## src/sv/efe_pkg.sv

```systemverilog
// ---------------------------------------------------------------------------
// efe_pkg: shared definitions for the escaped frame encoder
// Byte type, register indexes, reset values and the slot layout of the
// per-item output list.
// ---------------------------------------------------------------------------
package efe_pkg;

  typedef logic [7:0] byte_t;
  typedef logic [2:0] slot_idx_t;

  localparam int NUM_SLOTS = 5;
  typedef logic [NUM_SLOTS-1:0] slot_mask_t;

  localparam logic REG_BEGIN  = 1'b0;
  localparam logic REG_ESCAPE = 1'b1;

  localparam byte_t BEGIN_RESET  = 8'hFF;
  localparam byte_t ESCAPE_RESET = 8'hFD;

  localparam slot_idx_t SLOT_BEGIN = 3'd0;
  localparam slot_idx_t SLOT_ESC_B = 3'd1;
  localparam slot_idx_t SLOT_BYTE  = 3'd2;
  localparam slot_idx_t SLOT_ESC_C = 3'd3;
  localparam slot_idx_t SLOT_CKS   = 3'd4;

endpackage

```

## src/sv/escaped_frame_encoder.sv

```systemverilog
// ---------------------------------------------------------------------------
// escaped_frame_encoder: byte-stuffing framer with a subtractive checksum
//
// Packet bytes enter on the s_axis channel, the command byte marked by tuser
// and the final byte by tlast. Each item is expanded into one to five encoded
// bytes on the m_axis channel: the raw begin byte when a packet starts, the
// escaped packet byte, and the escaped checksum after the final byte. The
// output tlast marks the last byte caused by an item, and tuser marks the
// closing checksum byte of a frame.
// An accepted item is held in the pending byte list and then moves out
// through the single output register, one encoded byte per cycle while the
// receiver is ready. A new item is taken in the cycle that the last byte of
// the previous one moves out.
// The cfg channel writes the begin and escape values; it is always ready.
// Reset restores the default marker values, clears the checksum and drops
// all pending bytes. When the receiver stalls, the output holds and the
// input channel stops after the current item.
// ---------------------------------------------------------------------------
module escaped_frame_encoder (
  input  logic            clk,
  input  logic            rst,
  // Configuration write channel.
  input  logic            cfg_valid,
  output logic            cfg_ready,
  input  logic            cfg_index,
  input  efe_pkg::byte_t  cfg_data,
  // Input items.
  input  logic            s_axis_tvalid,
  output logic            s_axis_tready,
  input  efe_pkg::byte_t  s_axis_tdata,   // [7:0] byte_value
  input  logic            s_axis_tuser,   // [0] first_of_packet
  input  logic            s_axis_tlast,   // last_of_packet
  // Encoded output items.
  output logic            m_axis_tvalid,
  input  logic            m_axis_tready,
  output efe_pkg::byte_t  m_axis_tdata,   // [7:0] out_byte
  output logic            m_axis_tuser,   // [0] frame_end
  output logic            m_axis_tlast    // last_of_run
);
  import efe_pkg::*;

  byte_t      begin_val;
  byte_t      escape_val;
  byte_t      checksum;
  byte_t      checksum_next;
  slot_mask_t pend_mask;
  slot_mask_t pend_mask_next;
  byte_t      pend_byte [NUM_SLOTS];
  slot_mask_t new_mask;
  byte_t      new_byte [NUM_SLOTS];
  byte_t      cs_base;
  byte_t      cs_new;
  logic       esc_b;
  logic       esc_c;
  slot_idx_t  sel_idx;
  slot_mask_t rem_mask;
  logic       out_free;
  logic       move;
  logic       accept;

  assign cfg_ready = 1'b1;

  always_ff @(posedge clk) begin
    if (rst) begin
      begin_val  <= BEGIN_RESET;
      escape_val <= ESCAPE_RESET;
    end else if (cfg_valid) begin
      unique case (cfg_index)
        REG_BEGIN:  begin_val  <= cfg_data;
        REG_ESCAPE: escape_val <= cfg_data;
        default:    ;
      endcase
    end
  end

  always_comb begin
    cs_base = s_axis_tuser ? (8'd0 - begin_val) : checksum;
    cs_new  = cs_base - s_axis_tdata;
    esc_b   = (s_axis_tdata == begin_val) || (s_axis_tdata == escape_val);
    esc_c   = (cs_new == begin_val) || (cs_new == escape_val);

    new_byte[SLOT_BEGIN] = begin_val;
    new_byte[SLOT_ESC_B] = escape_val;
    new_byte[SLOT_BYTE]  = esc_b ? (s_axis_tdata - 8'd1) : s_axis_tdata;
    new_byte[SLOT_ESC_C] = escape_val;
    new_byte[SLOT_CKS]   = esc_c ? (cs_new - 8'd1) : cs_new;

    new_mask             = '0;
    new_mask[SLOT_BEGIN] = s_axis_tuser;
    new_mask[SLOT_ESC_B] = esc_b;
    new_mask[SLOT_BYTE]  = 1'b1;
    new_mask[SLOT_ESC_C] = s_axis_tlast && esc_c;
    new_mask[SLOT_CKS]   = s_axis_tlast;
  end

  always_comb begin
    sel_idx = SLOT_CKS;
    for (int i = NUM_SLOTS - 1; i >= 0; i--) begin
      if (pend_mask[i]) begin
        sel_idx = slot_idx_t'(i);
      end
    end
    rem_mask          = pend_mask;
    rem_mask[sel_idx] = 1'b0;
  end

  assign out_free      = !m_axis_tvalid || m_axis_tready;
  assign move          = (pend_mask != '0) && out_free;
  assign s_axis_tready = (pend_mask == '0) || (move && (rem_mask == '0));
  assign accept        = s_axis_tvalid && s_axis_tready;

  always_comb begin
    checksum_next  = checksum;
    pend_mask_next = pend_mask;
    if (accept) begin
      checksum_next  = s_axis_tlast ? 8'd0 : cs_new;
      pend_mask_next = new_mask;
    end else if (move) begin
      pend_mask_next = rem_mask;
    end
  end

  always_ff @(posedge clk) begin
    if (rst) begin
      checksum  <= '0;
      pend_mask <= '0;
    end else begin
      checksum  <= checksum_next;
      pend_mask <= pend_mask_next;
    end
  end

  always_ff @(posedge clk) begin
    if (accept) begin
      pend_byte <= new_byte;
    end
  end

  always_ff @(posedge clk) begin
    if (rst) begin
      m_axis_tvalid <= 1'b0;
    end else if (move) begin
      m_axis_tvalid <= 1'b1;
    end else if (m_axis_tready) begin
      m_axis_tvalid <= 1'b0;
    end
  end

  always_ff @(posedge clk) begin
    if (move) begin
      m_axis_tdata <= pend_byte[sel_idx];
      m_axis_tlast <= (rem_mask == '0);
      m_axis_tuser <= (sel_idx == SLOT_CKS);
    end
  end

  a_frame_end_ends_run: assert property (@(posedge clk) disable iff (rst)
    m_axis_tvalid && m_axis_tuser |-> m_axis_tlast)
    else $error("frame end byte not marked as last of run");

  a_accept_loads: assert property (@(posedge clk) disable iff (rst)
    accept |=> pend_mask != '0)
    else $error("accepted item left no pending bytes");

  a_cks_cleared: assert property (@(posedge clk) disable iff (rst)
    accept && s_axis_tlast |=> checksum == 8'd0)
    else $error("checksum not cleared after packet end");

  a_move_shows: assert property (@(posedge clk) disable iff (rst)
    move |=> m_axis_tvalid)
    else $error("moved byte not presented on output");

endmodule

```

## config.mk

```make
export PLATFORM = sky130hd
export DESIGN_NAME = escaped_frame_encoder
export DESIGN_NICKNAME = d
export VERILOG_FILES = /design/src/sv/efe_pkg.sv /design/src/sv/escaped_frame_encoder.sv
export SDC_FILE = /design/constraint.sdc
export NUM_CORES = 1
export LEC_CHECK = 0
export BUFFER_PORTS_ARGS = -buffer_cell sky130_fd_sc_hd__buf_2
export CORE_ASPECT_RATIO = 0.6
export CORE_MARGIN = 2
export CORE_UTILIZATION = 40
export CTS_BUF_LIST = sky130_fd_sc_hd__clkbuf_4 sky130_fd_sc_hd__clkbuf_8
export DETAILED_ROUTE_END_ITERATION = 8
export SYNTH_ARGS = -nofsm -noshare
export SYNTH_HDL_FRONTEND = slang
export SYNTH_SLANG_ARGS = --single-unit
```

## constraint.sdc

```tcl
create_clock -name clk -period 12.8 [get_ports clk]
set_input_delay 2.56 -clock clk [delete_from_list [all_inputs] [get_ports clk]]
set_output_delay 2.56 -clock clk [all_outputs]
set_load 0.005 [all_outputs]
```

After elaboration in Yosys (flattened, before gate mapping)
Index checks and enable logic that the tools add are counted.

Flip-flop bits (word level): 72. Latch bits: 0. RAM bits: 0. Bits in read-only memories: 0. Input port bits: 24. Logic and storage cells: 62. Memories: 0.

Add/sub/neg operators: 4. $mul: 0. Div/mod/pow operators: 0. $lt $le $gt $ge: 3. Equal/unequal tests: 5. Shift operators: 0. Multiplexer cells: 17. Bitwise gates (word level): 4. Reductions and logical operators: 17.

Operator list (count): 8-bit 2-to-1 mux (6); 8-bit == test (4); 8-bit binary-select mux with 3-bit select (1); 8-bit by 1-bit subtractor with 8-bit output, second input constant (2); 3-bit 2-to-1 mux (4); 5-bit zero test (2); 5-bit 2-to-1 mux (2); 1-bit by 8-bit subtractor with 8-bit output, first input constant (1); 8-bit subtractor (1); 5-bit bitwise AND (1); 1-bit logical AND (5); 5-bit inverter (1); 5-bit nonzero test (1); 4-bit greater-or-equal comparator, second input constant (1); 1-bit logical OR (4); 3-bit by 4-bit < comparator with 1-bit output, second input constant (1); 3-bit inverter with 4-bit output (1); 2-bit AND reduction (2); 2-bit nonzero test (2); 1-bit demux with 3-bit select (1); 3-bit == test, second input constant (1); 3-bit by 1-bit greater-or-equal comparator with 1-bit output, second input constant (1); 1-bit 2-to-1 mux (3); 1-bit zero test (1); 1-bit inverter (1).

Longest topological paths before layout
Depth in word-level cells: 15. Gate-level depth with buffers: 15.

Worst setup path before layout
OpenSTA, ideal clock, no wires.

Kind: input to register. Start: input port s_axis_tuser. End: register pend_byte[0] (netlist name) (data pin). Library setup time: 0.265 ns. Arrival time: 5.563 ns. Slack: 6.973 ns. Cell stages on the path: 11. Buffers on the path: 1. Path through: clkbuf_1 mux2_2 fa_1 a211o_1 nand2_1 xnor3_1 a211o_1 or3b_1 o31a_4 a21o_1 xor2_1.

RTL lines: start, declared (RTL line escaped_frame_encoder.sv:31) `input logic s_axis_tuser,`; end signal, assigned (RTL line escaped_frame_encoder.sv:135) `pend_byte <= new_byte;`; end, declared (RTL line escaped_frame_encoder.sv:48) `byte_t pend_byte [NUM_SLOTS];`.

Worst setup path in the final report
Start: input port m_axis_tready. End: output port s_axis_tready.

Cells in the longest elaborated chain, start to end: 4.

RTL lines: start, declared (RTL line escaped_frame_encoder.sv:35) `input logic m_axis_tready,`; 1-bit logical OR (RTL line escaped_frame_encoder.sv:107) `assign out_free = !m_axis_tvalid || m_axis_tready;`; 1-bit logical AND (RTL line escaped_frame_encoder.sv:108) `assign move = (pend_mask != '0) && out_free;`; 1-bit logical AND (RTL line escaped_frame_encoder.sv:109) `assign s_axis_tready = (pend_mask == '0) || (move && (rem_mask == '0));`; 1-bit logical OR (RTL line escaped_frame_encoder.sv:109); end, declared (RTL line escaped_frame_encoder.sv:29) `output logic s_axis_tready,`.

Every way passes these cells.

==> results.cfg <==
[status]
status = finished, final reports clean

[final_layout]
syn_to_final_growth_pct = 10.9
antenna_cells = 0
drive_above_1_share_pct = 16.3
fin_cells = 593
finalNetCount = 484
n_fill_cell = 990

[setup_path]
start_kind = input port
cp_slowest_stage_delay_ns = 0.24
worst_path_max_delay_cell = o21ai_0
path_class = in -> out
crit_top_cell = buf_2
cp.arrival_ns = 3.27
critPathTopFamily = compound AO/OA/AOI/OAI gates
end_kind = output pin
timing.rr.start = begin_val[2]
reg2reg_depth = 13
cp.buffers_inverters = 2
critPathMaxFanout = 4
crit_chain = buf_2 > nand2b_1 > a21oi_1 > o21ai_0 > buf_2
reg2reg_slack_ns = 8.45
r2r_end = pend_byte[0]
worstPathRequired_ns = 10.24

[floorplan]
die_area_sq_um = 11500
io_pins = 37
die_height_microns = 84
fp.coreArea_sq_um = 10500
num_rows = 29
start_util_pct = 40.7
die_w_microns = 137

[logic_synthesis]
synthTopCellsByCount = nand2_1, edfxtp_1, xnor2_1, dfxtp_1
synthFlopType = edfxtp_1
yosys-top-cells-area = edfxtp_1, dfxtp_1, xnor2_1
syn_area_per_cell_sq_um = 9.90
synth_top_area_share_pct = 29.6
yosysTopAreaCell = edfxtp_1
async_flop_share_pct = 0
yosysWarnings = 0
synth_most_common_cell = nand2_1
syn_nets = 466
synth_edf_count = 42
synth-seq-area-share_pct = 43.6
ys_ff_latch = 72
netlist_instances = 431
synthDistinctLibCells = 56
syn_area_sq_um = 4270

[global_routing]
grt_use_met3_pct = 6.74
grtUsageMet2_pct = 27.6
grt_max_degree = 32
antenna_found_initial = 0
gr-max-usage-layer = met1
met1_usage_pct = 30.7
grt_pass1_vias = 3034
grt_usage_pct = 20.5
grt_remaining_overflow = 0
grt_pass1_wl_mm = 17.2

[routing]
drtAntennaViolNets = 0
first_iter_violations = 320
drc_errors = 0
first_pass_iters = 5
vias = 3268
viasPerCell = 5.51
wl_per_cell_microns = 18.6
wl_mm = 11.0

[timing]
skew_ns = 0.0115
finalCritPeriodShare_pct = 45.5
worstMarginPinSlew_ns = 1.02
hold_ws_ns = 0.492
setup_violations = 0
finalMaxSlewViolations = 0
fin_crit_ns = 5.83
fin_setup_tns_ns = 0
fin_ws_ns = 6.97
rsz0062_at_grt = false
max_slew_margin_pct = 31.6
hold_violations = 0
timing.fmax_mhz = 172

[job]
cap_violations = 0

[clocking]
numCtsBuffers = 9
cts-root-buf = clkbuf_8
cts_tree = built
clk_path_buf_depth = 2
htreeDepth = 3
clock-sinks = 72
hold_buffers = 0
cts_setup_buffers = 0
cts_resized = 0
insertion_delay_ns = 0.36
path_clk_slew_ns = 0.07

[hold_path]
holdPathStages = 2
min_path_type = reg -> reg
holdPathEnd = checksum[0]
hold_path.startpoint = checksum[0]

[pwr]
ir_worst_vdd_v = 0.0000520
p_leak_nw = 1.90
powerDensity_nw_per_um2 = 139

[placed_design]
io_buffer_count = 35
gp_congestion = 0.963
dp_slack_ns = 6.76
dp_cells = 577
dp_hpwl_mm = 8.43
[flip-flops by register name, indices dropped and copies added, names as in the netlist]
register and count:
begin_val 8, checksum 8, escape_val 8, m_axis_tdata 8, m_axis_tlast 1, m_axis_tuser 1
m_axis_tvalid 1, pend_byte 32, pend_mask 5
[final cells by class]
cell class	instances	area [sq um]	area share [%]
inverters	19	71.3	1.51
well taps	139	174	3.67
repair buffers	36	183	3.86
multi-input cells	311	2220	46.9
clock inverters	6	91.3	1.93
clock buffers	10	131	2.78
flip-flops and latches	72	1860	39.3
[power by group]
part	internal, mW	total, mW	switching [mW]
combinational	0.0667	0.163	0.0966
clock	0.113	0.204	0.0914
sequential	0.275	0.292	0.0173
total	0.454	0.659	0.205
[how the worst max path moves through the flow]
stage             startpoint       endpoint  slack, ns  depth (start not counted)
3_3_place_gp    s_axis_tuser   pend_byte[0]       6.86                         13
4_1_cts        m_axis_tready  s_axis_tready       6.98                          5
6_report       m_axis_tready  s_axis_tready       6.97                          5
2_1_floorplan   s_axis_tuser   pend_byte[0]       6.97                         11
5_1_grt        m_axis_tready  s_axis_tready       6.90                          5
3_5_place_dp    s_axis_tuser   pend_byte[0]       6.76                         13
[kinds of logic after synthesis]
family / synth area share, %
and+or+nand+nor: 15.7
xor gates and xnor gates: 12.6
other: 0.0879
AOI/OAI and AO/OA: 15.3
muxes: 4.63
buffers and inverters: 4.43
adders and majority gates: 3.64
DFF: 43.6
[per-layer routing]
| layer | part of all wire (%) | up-vias |
|---|---|---|
| met5 | 0 | - |
| li1 | - | 1576 |
| met4 | 1.4 | 0 |
| met2 | 40 | 118 |
| met3 | 7.9 | 18 |
| met1 | 51 | 1556 |
[metrics by stage]
step | power, mW | util, % | cell area (sq um)
after floorplan | 0.409 | - | 4270
after global placement | 0.456 | 43.0 | 4510
after detailed placement | 0.458 | 43.0 | 4510
after CTS | 0.663 | 45.1 | 4730
after global routing | 0.693 | 45.1 | 4730
final | 0.659 | 45.1 | 4730
[tightest hold or removal path, stage by stage (launching register included)]
cell	delay (ns)
dfxtp_1	0.33
a21oi_1	0.06
nor2_1	0.07
[cells in the final DEF (no fill, tap or decap), drive strengths merged, types with 10 or more instances in the layout]
master,n
xnor2,35
o21ai,21
nor2,24
nor3,15
clkbuf,10
a21oi,21
buf,36
mux2i,13
xor2,14
edfxtp,42
ha,10
a211o,13
dfxtp,30
nand2,43
inv,20
No activity file was read; power rests on OpenSTA's default activity.
